===== config.mk =====
export PLATFORM = sky130hd
export DESIGN_NAME = lbpdt_divider
export DESIGN_NICKNAME = d
export VERILOG_FILES = /design/src/rtl/core/lbpdt_pkg.sv /design/src/rtl/core/lbpdt_cell.sv /design/src/rtl/core/lbpdt_divider.sv
export SDC_FILE = /design/constraint.sdc
export NUM_CORES = 1
export LEC_CHECK = 0
export ABC_CLOCK_PERIOD_IN_PS = 15400
export BUFFER_PORTS_ARGS = -buffer_cell sky130_fd_sc_hd__buf_2
export CELL_PAD_IN_SITES_DETAIL_PLACEMENT = 1
export CELL_PAD_IN_SITES_GLOBAL_PLACEMENT = 2
export CORE_MARGIN = 5
export CORE_UTILIZATION = 30
export DETAILED_ROUTE_END_ITERATION = 8
export PLACE_DENSITY = 0.76
export SLEW_MARGIN = 40
export SYNTH_ARGS = -nofsm -noshare
export SYNTH_HDL_FRONTEND = slang
export SYNTH_SLANG_ARGS = --single-unit

===== constraint.sdc =====
create_clock -name clk -period 15.4 [get_ports clk]
set_input_delay 0.77 -clock clk [delete_from_list [all_inputs] [get_ports clk]]
set_output_delay 0.77 -clock clk [all_outputs]
set_load 0.03 [all_outputs]

===== src/rtl/core/lbpdt_pkg.sv =====
package lbpdt_pkg;
  localparam int NumWidth = 32;
  localparam int CapWidth = 64;

  typedef struct packed {
    logic [NumWidth-1:0] number;
    logic [NumWidth-1:0] index;
    logic [NumWidth-1:0] prime_base;
    logic [CapWidth-1:0] count_cap;
  } in_item_t;

  typedef struct packed {
    logic                not_divisible;
    logic [CapWidth-1:0] subindex_count;
  } out_item_t;

  typedef enum logic [2:0] {
    ST_IDLE,
    ST_DIV,
    ST_DIGIT,
    ST_MUL_LO,
    ST_MUL,
    ST_DONE
  } state_t;

  typedef struct packed {
    logic                start;
    logic [NumWidth-1:0] dividend;
    logic [NumWidth-1:0] divisor;
  } div_req_t;

  typedef struct packed {
    logic                busy;
    logic [NumWidth-1:0] quotient;
    logic [NumWidth-1:0] remainder;
  } div_rsp_t;
endpackage


===== src/rtl/core/lbpdt_cell.sv =====
module lbpdt_cell (
  input  logic [lbpdt_pkg::NumWidth-1:0]      rem_in,
  input  logic                                bit_in,
  input  logic [lbpdt_pkg::NumWidth-1:0]      divisor,
  output logic [lbpdt_pkg::NumWidth-1:0]      rem_out,
  output logic                                q_out
);
  logic [lbpdt_pkg::NumWidth:0] trial;
  logic [lbpdt_pkg::NumWidth:0] shifted;

  always_comb begin
    shifted = {rem_in, bit_in};
    trial = shifted - {1'b0, divisor};
    if (!trial[lbpdt_pkg::NumWidth]) begin
      rem_out = trial[lbpdt_pkg::NumWidth-1:0];
      q_out = 1'b1;
    end else begin
      rem_out = shifted[lbpdt_pkg::NumWidth-1:0];
      q_out = 1'b0;
    end
  end
endmodule


===== src/rtl/core/lbpdt_divider.sv =====
module lbpdt_divider (
  input  logic                 clk,
  input  logic                 rst,
  input  lbpdt_pkg::div_req_t  req,
  output lbpdt_pkg::div_rsp_t  rsp
);
  localparam int W = lbpdt_pkg::NumWidth;
  localparam int Cells = 4;
  localparam int Rounds = W / Cells;
  localparam int RW = $clog2(Rounds + 1);

  logic [W-1:0] rem [Cells+1];
  logic [Cells-1:0] qbit;
  logic [Cells-1:0] qrev;
  logic [W-1:0] dividend;
  logic [W-1:0] quotient;
  logic [W-1:0] divisor;
  logic [W-1:0] remainder;
  logic [RW-1:0] round;
  logic busy;

  assign rem[0] = remainder;

  for (genvar g = 0; g < Cells; g++) begin : g_cell
    lbpdt_cell u_cell (
      .rem_in(rem[g]), .bit_in(dividend[W-1-g]), .divisor(divisor),
      .rem_out(rem[g+1]), .q_out(qbit[g])
    );
  end

  always_ff @(posedge clk) begin
    if (rst) begin
      busy <= 1'b0;
      round <= '0;
    end else if (req.start) begin
      busy <= 1'b1;
      round <= RW'(Rounds);
    end else if (busy) begin
      round <= round - 1'b1;
      if (round == RW'(1)) busy <= 1'b0;
    end
  end

  always_comb begin
    for (int i = 0; i < Cells; i++) qrev[Cells-1-i] = qbit[i];
  end

  always_ff @(posedge clk) begin
    if (req.start) begin
      dividend <= req.dividend;
      divisor <= req.divisor;
      remainder <= '0;
      quotient <= '0;
    end else if (busy) begin
      dividend <= dividend << Cells;
      remainder <= rem[Cells];
      quotient <= {quotient[W-Cells-1:0], qrev};
    end
  end

  assign rsp.busy = busy | req.start;
  assign rsp.quotient = quotient;
  assign rsp.remainder = remainder;
endmodule


Yosys cells after proc, flatten, opt, wreduce, memory -nomap -nowiden. Index checks and enable logic that the tools add are counted.

Register bits: 133. Input port bits: 67. Output and inout port bits: 65. Word-level logic and storage cells: 31.

$add $sub $neg: 5. Eq/ne operators: 1. Multiplexer cells: 15. Bitwise gates (word level): 1. Reduce and logical (&&, ||, !) cells: 2.

Operator list (number): $mux 32 (6); $sub 33x32->33 (4); $mux 4 (2); $mux 1 (7); $eq 4x1->1 const B (1); $sub 4x1->4 const B (1); $reduce_bool 2->1 (1); $reduce_or 2->1 (1); $or 1x1->1 (1).

Logic depth before layout (Yosys ltp). Gate-level depths: netlist of the first run.

Depth after elaboration: 8. Depth in mapped cells: 62. Mapped depth without buffers: 54.

Modules after synthesis. Synthesis of the first run repeated with hierarchy kept, for this count alone.

Cell total of the unflattened synthesis: 1583. Area, all modules: 14448.9 µm².

Modules (own cells, without submodules): lbpdt_cell (times used 4, cells an instance 305, area each 2358.5 µm², seq. area each 0.0 µm²); lbpdt_divider (times used 1, cells an instance 363, area each 5014.8 µm², seq. area each 3303.2 µm²).

Worst setup path before layout of the first run. No wires, ideal clock.

Kind: register to register. Start point: register divisor[1]. End point: register remainder[26]. Library setup time: 0.118 ns. Arrival time: 12.426 ns. Required time: 15.282 ns. Slack: 2.856 ns. Cell stages (with the launch flop): 59. Path buffers: 7. Clock period less this slack: 12.544 ns. Path through: edfxtp_1 > inv_1 > fa_1 > a211oi_1 > o211ai_1 > nand3_1 > a41oi_2 > o211a_1 > or3_1 > and2_1 > buf_2 > buf_1 > clkbuf_1 > nand2_1 > o21ai_0 > fa_1 > nor2b_1 > o21ai_0 > [... 23 more ...] > inv_2 > fa_1 > nor2b_1 > o21ai_0 > a21boi_0 > o21ai_0 > a21oi_1 > o21bai_1 > a211oi_1 > nor3_1 > o31ai_1 > nand2_1 > a211o_1 > o211a_1 > buf_4 > buf_6 > or3_1 > o2111a_1.

Cells in the longest elaborated chain, start to end: 8.

Ends and longest elaborated chain: from (decl) (RTL line lbpdt_divider.sv:17) `logic [W-1:0] divisor;`; from (signal assigned) (RTL line lbpdt_divider.sv:51) `divisor <= req.divisor;`; $sub 33x32->33 (RTL line lbpdt_cell.sv:13) `trial = shifted - {1'b0, divisor};`; $mux 32 (RTL line lbpdt_cell.sv:14) `if (!trial[lbpdt_pkg::NumWidth]) begin`; $sub 33x32->33 (RTL line lbpdt_cell.sv:13); $mux 32 (RTL line lbpdt_cell.sv:14); $sub 33x32->33 (RTL line lbpdt_cell.sv:13); $mux 32 (RTL line lbpdt_cell.sv:14); $sub 33x32->33 (RTL line lbpdt_cell.sv:13); $mux 32 (*) (RTL line lbpdt_cell.sv:14); to (signal assigned) (RTL line lbpdt_divider.sv:56) `remainder <= rem[Cells];`; to (decl) (RTL line lbpdt_divider.sv:18) `logic [W-1:0] remainder;`.

Mark *: on every way between the ends. The rest lies on a longest branch, timed or not. A chain may end at the register's enable or synchronous reset.

Final worst setup path of the first run.
Start point: register divisor[1]. End point: register remainder[7].

The elaborated chain is that of the path after synthesis.

==> impl_table.tex, run 1 <==
\begin{tabular}{lr}
\hline
Metric & Value \\
\hline
\multicolumn{2}{l}{\textbf{STA}} \\
\quad Number of max-slew violations in the final report & 0 \\
\quad Fin Clk Skew & 23.0 ps \\
\quad Slew at the pin with the worst max-slew slack & 665 ps \\
\quad Post-Route Setup TNS & 0 ps \\
\quad Slew headroom & 55.3\% \\
\quad Unrepaired setup endpoints after global routing & no \\
\quad Final count of negative-setup-slack endpoints & 0 \\
\quad Time the final worst path needs with I/O delays and setup & 13950 ps \\
\quad Part of the cycle the worst path needs & 90.6\% \\
\quad Achievable clock frequency & 71.7 MHz \\
\quad Final-report hold violation count & 0 \\
\multicolumn{2}{l}{\textbf{Critical path}} \\
\quad Max incr delay on CP & 550 ps \\
\quad Slack of the worst reg-to-reg path & 1450 ps \\
\quad Worst Setup End Kind & register \\
\quad Data arrival time of the worst path & 14300 ps \\
\quad Element type at the critical path start & register \\
\quad Data required, critical path & 15750 ps \\
\quad Critical register-to-register path endpoint & remainder[7] \\
\quad Category of the critical setup timing path & reg2reg \\
\quad Worst reg-to-reg path cell count & 55 \\
\quad Slowest library cell on the worst path & a2111oi\_0 \\
\quad Largest fanout on the critical path & 15 \\
\quad Reg-to-Reg Start & divisor[1] \\
\multicolumn{2}{l}{\textbf{Clocking}} \\
\quad Clock Tree Root & clkbuf\_16 \\
\quad CTS tree & done \\
\quad Number of buffers inserted by hold repair at cts & 0 \\
\quad Clock buffer count from CTS & 17 \\
\quad Sinks on Clock Net & 133 \\
\quad Maximum number of buffers from clock root to sink & 2 \\
\quad Clock slew at the register clock pins of the worst setup and hold paths & 70 ps \\
\quad Number of levels the H-tree was split into & 4 \\
\quad Worst-skew pair later-pin latency & 480 ps \\
\multicolumn{2}{l}{\textbf{Placement}} \\
\quad Final HPWL from detailed placement & 32300 um \\
\quad Gpl congestion & 0.849 \\
\quad Number of port buffers & 131 \\
\multicolumn{2}{l}{\textbf{Yosys}} \\
\quad Count of yosys warnings during synthesis & 0 \\
\quad Count of flip-flops with a built-in enable after synthesis & 64 \\
\quad Share of Yosys cell area claimed by the top area cell type & 15.4\% \\
\quad Most frequent cells after synthesis & 130 x ha\_1, 127 x nor2\_1, 109 x a21oi\_1 \\
\quad Synthesized flop and latch total & 133 \\
\quad Synth unique cells & 73 \\
\quad Sequential element share of the synthesized area & 26.5\% \\
\quad Top post-synthesis cells by area & edfxtp\_1 15\%, ha\_1 13\%, dfxtp\_1 11\% \\
\quad Leading register cell type out of synthesis & dfxtp\_1 \\
\quad Syn\_area\_per\_cell & 8.83 um\^{}2 \\
\quad Area of the mapped netlist & 12500 um\^{}2 \\
\quad Most repeated cell in the gate-level netlist after synthesis & ha\_1 \\
\quad Syn Nets & 1613 \\
\quad Synth async-reset ratio & 0\% \\
\quad Largest area contributor in the netlist & edfxtp\_1 \\
\quad Instance count of the mapped netlist & 1412 \\
\multicolumn{2}{l}{\textbf{Hold path}} \\
\quad Min-delay src & req[24] \\
\quad Hold EP & divisor[24] \\
\quad Worst hold path type & in2reg \\
\quad WHS Path Cells & 1 \\
\multicolumn{2}{l}{\textbf{Route}} \\
\quad DR iter-0 viols & 481 \\
\quad Drt via density & 5.32 \\
\quad DRC violation count after routing & 0 \\
\quad Antenna-violating nets left & 0 \\
\quad Drt total wl & 41400 um \\
\quad Vias & 11100 \\
\quad Routed len/inst & 19.9 um \\
\quad Length of the first detailed-routing pass in iterations & 4 \\
\multicolumn{2}{l}{\textbf{Floorplanning}} \\
\quad Boundary Pins & 132 \\
\quad DIE WIDTH & 214 um \\
\quad Height of the die & 214 um \\
\quad Starting density of the core & 30.5\% \\
\quad Area of the core & 40900 um\^{}2 \\
\quad Die outline area & 45700 um\^{}2 \\
\quad Num rows & 74 \\
\multicolumn{2}{l}{\textbf{Status}} \\
\quad Outcome & finished clean \\
\multicolumn{2}{l}{\textbf{Layout}} \\
\quad Proportion of layout cells with a drive suffix above 1 & 19.9\% \\
\quad Number of fillers in the final layout & 4847 \\
\quad P\&R area growth vs syn & 16.2\% \\
\quad Final nets & 1741 \\
\multicolumn{2}{l}{\textbf{Global routing}} \\
\quad Number of antenna violations at the first check in global routing & 3 \\
\quad Overall Global Routing Usage & 17.9\% \\
\quad Vias in the first global route & 11400 \\
\quad Wire length of the first global-routing pass & 64100 um \\
\quad Largest net degree at the start of global routing & 74 \\
\quad GRT Residual Overflow & 0 \\
\multicolumn{2}{l}{\textbf{Flow run}} \\
\quad Max Cap Viol & 0 \\
\hline
\end{tabular}
[repair_timing]
item | CTS | global route
buffers inserted | 0 | 9
resized for setup | 0 | 6
setup endpoints to repair | 0 | 33
[placed cells by master, fill, tap and decap left out, types with 6 or more instances in the layout]
cell       netlist  final
nor3_1          22     22
buf_2            6    130
and2_1          11     10
a31oi_1          7      6
mux2i_1         56     56
dfxtp_1         69     68
nor2_1         127    127
o31ai_1         10      9
mux2_2          85     85
a31o_2           6      6
inv_1           69     68
o21a_1          24     24
nand4_1          6      6
buf_4            3     20
o211ai_1        12     12
o21bai_1        13     13
nor2b_1         21     21
a211oi_1        41     41
o21ai_0         79     79
or2_2           10     10
a21o_1          62     62
xnor2_1         72     72
and3_1          16     16
nand3_1         21     21
nand2_1         84     84
ha_1           130    130
a21oi_1        109    109
xor2_1          31     31
nand2b_1        22     22
clkbuf_16        0     21
edfxtp_1        64     64
[worst max-delay path, delay by kind of cell (launching register included)]
kind	cells	cell delay, ps
AO/OA/AOI/OAI	30	7910
XOR/XNOR	1	190
adder cells (fa/ha/maj)	4	1520
buffers and inverters	7	1290
flip-flops	1	490
multiplexers	1	170
AND/OR/NAND/NOR	12	2280
[state kept, by name, indices dropped and copies added (netlist names)]
name,flops
busy,1
dividend,32
divisor,32
quotient,32
remainder,32
round,4
[routing by layer]
metal | track usage [%] | up-vias | share of wire (%)
li1 | - | 5482 | -
met3 | 4.07 | 43 | 4.3
met4 | 5.00 | 2 | 1.9
met1 | 23.3 | 5385 | 46
met5 | 0 | - | 0.031
met2 | 30.1 | 195 | 47
[how the worst max path moves through the flow]
stage	start	to	slack, ps	cells past startpoint
floorplan	divisor[1]	remainder[26]	2860	58
global placement	divisor[1]	remainder[2]	590	52
detailed placement	divisor[1]	remainder[7]	410	53
CTS	divisor[1]	remainder[7]	310	53
global route	divisor[1]	remainder[7]	90	55
finish	divisor[1]	remainder[7]	1450	55
[through the flow]
| step | utilization [%] | area [um^2] | hold slack (ps) | setup WS (ps) | instances |
|---|---|---|---|---|---|
| after global placement | 33.5 | 13700 | 474 | 585 | 2042 |
| after CTS | 35.0 | 14300 | 425 | 309 | 2074 |
| after detailed placement | 33.5 | 13700 | 479 | 412 | 2042 |
| after global routing | 35.4 | 14500 | 430 | 86.4 | 2085 |
| after floorplan | - | 12500 | 471 | 2860 | 1412 |
| final | 35.4 | 14500 | 464 | 1450 | 2086 |
[area by class of cell]
class	count	area, um^2	share of cell area [%]
antenna	1	2.50	0.0173
clock buffer	24	557	3.84
clock inverter	8	70.1	0.484
inverter	70	263	1.81
multi-input combinational	1163	8730	60.3
sequential	133	3310	22.8
tap	532	666	4.60
timing repair buffer	155	883	6.10
[cell families (layout without fill, tap and decap cells)]
kind of cell	after synthesis	in the layout	synth area share, %
buffers and inverters	117	257	3.80
other	0	1	0
xor gates and xnor gates	104	104	7.46
and+or+nand+nor	360	360	13.6
DFF	133	133	26.5
adders and majority gates	134	134	13.7
muxes	141	141	12.2
AOI/OAI and AO/OA	423	424	22.8
Power of run 1 is not shown: default switching activity piles up to over one toggle a cycle in this logic, so the estimate is an artifact.
==> run 2: changes to the inputs <==
--- a/config.mk
+++ b/config.mk
@@ -6,5 +6,5 @@
 export NUM_CORES = 1
 export LEC_CHECK = 0
-export ABC_CLOCK_PERIOD_IN_PS = 15400
+export ABC_CLOCK_PERIOD_IN_PS = 11500
 export BUFFER_PORTS_ARGS = -buffer_cell sky130_fd_sc_hd__buf_2
 export CELL_PAD_IN_SITES_DETAIL_PLACEMENT = 1
@@ -13,5 +13,5 @@
 export CORE_UTILIZATION = 30
 export DETAILED_ROUTE_END_ITERATION = 8
-export PLACE_DENSITY = 0.76
+export PLACE_DENSITY = 0.79
 export SLEW_MARGIN = 40
 export SYNTH_ARGS = -nofsm -noshare
==> constraint.sdc (replaced) <==
create_clock -name clk -period 11.5 [get_ports clk]
set_input_delay 1.725 -clock clk [delete_from_list [all_inputs] [get_ports clk]]
set_output_delay 1.725 -clock clk [all_outputs]
set_load 0.03 [all_outputs]
==> run 2 against run 1 <==
Net effect:
- the run now ends with setup timing left
- final area up 32%
- non-clock buffer count up 455
- flip-flop and latch count unchanged
- die area unchanged
- critical path type unchanged
- critical endpoint is now remainder[9]
- largest cell class unchanged
- highest routed layer unchanged
==> impl_table.tex, run 2 (same netlist as run 1, synthesis figures left out) <==
\begin{tabular}{lr}
\hline
Metric & Value \\
\hline
\multicolumn{2}{l}{\textbf{Status}} \\
\quad Outcome & finished, violations left \\
\quad Violated checks & setup timing \\
\multicolumn{2}{l}{\textbf{Layout}} \\
\quad Proportion of layout cells with a drive suffix above 1 & 44.6\% \\
\quad Number of fillers in the final layout & 4746 \\
\quad P\&R area growth vs syn & 53.4\% \\
\quad Commonest cells after routing, fill and taps aside & 447 x buf\_4, 130 x buf\_2, 124 x nor2\_1 \\
\quad Inserted Diodes & 0 \\
\quad Commonest non-fill, non-tap cell in the layout & buf\_4 \\
\quad Cell Count, Final, Fillers Out & 2539 \\
\quad Final nets & 2195 \\
\quad Fraction of the core area covered by cells at the end of the flow & 46.7\% \\
\multicolumn{2}{l}{\textbf{Critical path}} \\
\quad Worst path most repeated cell & buf\_12 \\
\quad Start point of the critical path & dividend[31] \\
\quad Element type at the critical path start & register \\
\quad Reg-to-Reg Start & dividend[31] \\
\quad Critical register-to-register path endpoint & remainder[9] \\
\quad Worst reg-to-reg path cell count & 57 \\
\quad Max incr delay on CP & 380 ps \\
\quad End point of the critical path & remainder[9] \\
\quad Largest fanout on the critical path & 8 \\
\quad Data required, critical path & 11860 ps \\
\quad Worst Setup End Kind & register \\
\quad Category of the critical setup timing path & reg2reg \\
\quad Slowest library cell on the worst path & edfxtp\_1 \\
\quad Slack of the worst reg-to-reg path & -340 ps \\
\quad Data arrival time of the worst path & 12210 ps \\
\multicolumn{2}{l}{\textbf{Floorplanning}} \\
\quad Num rows & 74 \\
\quad Die outline area & 45700 um\^{}2 \\
\quad DIE WIDTH & 214 um \\
\quad Area of the core & 40900 um\^{}2 \\
\quad Starting density of the core & 30.5\% \\
\quad Height of the die & 214 um \\
\quad Boundary Pins & 132 \\
\multicolumn{2}{l}{\textbf{STA}} \\
\quad Final count of negative-setup-slack endpoints & 33 \\
\quad Unrepaired setup endpoints after global routing & yes \\
\quad Post-Route Setup TNS & -7720 ps \\
\quad Number of max-slew violations in the final report & 0 \\
\quad Fin Clk Skew & 20.8 ps \\
\quad Part of the cycle the worst path needs & 103\% \\
\quad Slew at the pin with the worst max-slew slack & 729 ps \\
\quad Slew headroom & 51.4\% \\
\quad Final WS setup & -344 ps \\
\quad Achievable clock frequency & 84.4 MHz \\
\quad Time the final worst path needs with I/O delays and setup & 11840 ps \\
\quad Final-report hold violation count & 0 \\
\multicolumn{2}{l}{\textbf{Global routing}} \\
\quad GRT Residual Overflow & 0 \\
\quad Wire length of the first global-routing pass & 79900 um \\
\quad Largest net degree at the start of global routing & 86 \\
\quad Number of antenna violations at the first check in global routing & 3 \\
\quad Overall Global Routing Usage & 22.2\% \\
\quad Vias in the first global route & 14800 \\
\multicolumn{2}{l}{\textbf{Route}} \\
\quad Highest metal layer used by the detailed router & met5 \\
\quad Drt via density & 5.30 \\
\quad DR iter-0 viols & 659 \\
\quad Detailed-route wire length on metal 1 & 22300 um \\
\quad Drt total wl & 53600 um \\
\quad Vias & 13500 \\
\quad Length of the first detailed-routing pass in iterations & 5 \\
\quad Routed len/inst & 21.1 um \\
\quad Routed length on met2 & 27200 um \\
\quad DRC violation count after routing & 0 \\
\quad Met3 wire length & 2230 um \\
\quad Antenna-violating nets left & 0 \\
\multicolumn{2}{l}{\textbf{Clocking}} \\
\quad Clock buffer count from CTS & 17 \\
\quad Number of buffers inserted by hold repair at cts & 0 \\
\quad Worst-skew pair later-pin latency & 470 ps \\
\quad Maximum number of buffers from clock root to sink & 2 \\
\quad Number of levels the H-tree was split into & 4 \\
\quad Clock slew at the register clock pins of the worst setup and hold paths & 70 ps \\
\quad Sinks on Clock Net & 133 \\
\quad CTS tree & done \\
\quad Clock Tree Root & clkbuf\_16 \\
\multicolumn{2}{l}{\textbf{Placement}} \\
\quad Instance count after placement with tap cells included & 2435 \\
\quad Worst slack after detailed placement & -1080 ps \\
\quad Number of port buffers & 131 \\
\quad Gpl congestion & 0.926 \\
\quad Final HPWL from detailed placement & 39200 um \\
\multicolumn{2}{l}{\textbf{Hold path}} \\
\quad Worst hold path type & reg2reg \\
\multicolumn{2}{l}{\textbf{Flow run}} \\
\quad Max Cap Viol & 0 \\
\hline
\end{tabular}
run 2: how the worst min path moves through the flow:
stage                              end         start  depth (start not counted)
after floorplan               round[1]      round[1]                          2
after global placement    quotient[28]  quotient[28]                          2
after detailed placement  quotient[29]  quotient[29]                          2
after CTS                  quotient[0]   quotient[0]                          2
after global routing      quotient[29]  quotient[29]                          2
final                     quotient[29]  quotient[29]                          2
run 2: stage by stage:
step | hold WS [ps] | area, um^2
after CTS | 506 | 18500
after global placement | 468 | 16800
after detailed placement | 491 | 16800
after global routing | 531 | 19100
after floorplan | 471 | 12600
final | 499 | 19100
run 2: area by class of cell:
cell class | count | area, um^2 | area share [%]
Tap cell | 532 | 666 | 3.48
Timing Repair Buffer | 610 | 4550 | 23.8
Inverter | 70 | 263 | 1.37
Sequential cell | 133 | 3310 | 17.3
Multi-Input combinational cell | 1162 | 9720 | 50.9
Clock buffer | 17 | 425 | 2.23
Clock inverter | 15 | 175 | 0.917
run 2: layer usage:
layer / GRT usage (%) / vias to the layer above
met5: 0 / -
met4: 7.57 / 4
met3: 4.24 / 112
met2: 39.8 / 312
met1: 26.6 / 6649
li1: - / 6378
run 2: timing repair:
action                                  CTS  global route
resized for setup                       131            78
cloned                                    5             1
endpoints found under the setup margin   33            33
buffers inserted                         40            31
pin swaps                                48            37
run 2: critical path: cells and delay by family, from the launching register on:
kind,cells,cell delay (ps)
adders and majority gates,5,1550
DFF,1,380
and+or+nand+nor,12,1910
xor gates and xnor gates,1,240
muxes,3,770
buffers and inverters,8,980
AOI/OAI and AO/OA,28,5880
Power of run 2 is left out for the same reason.
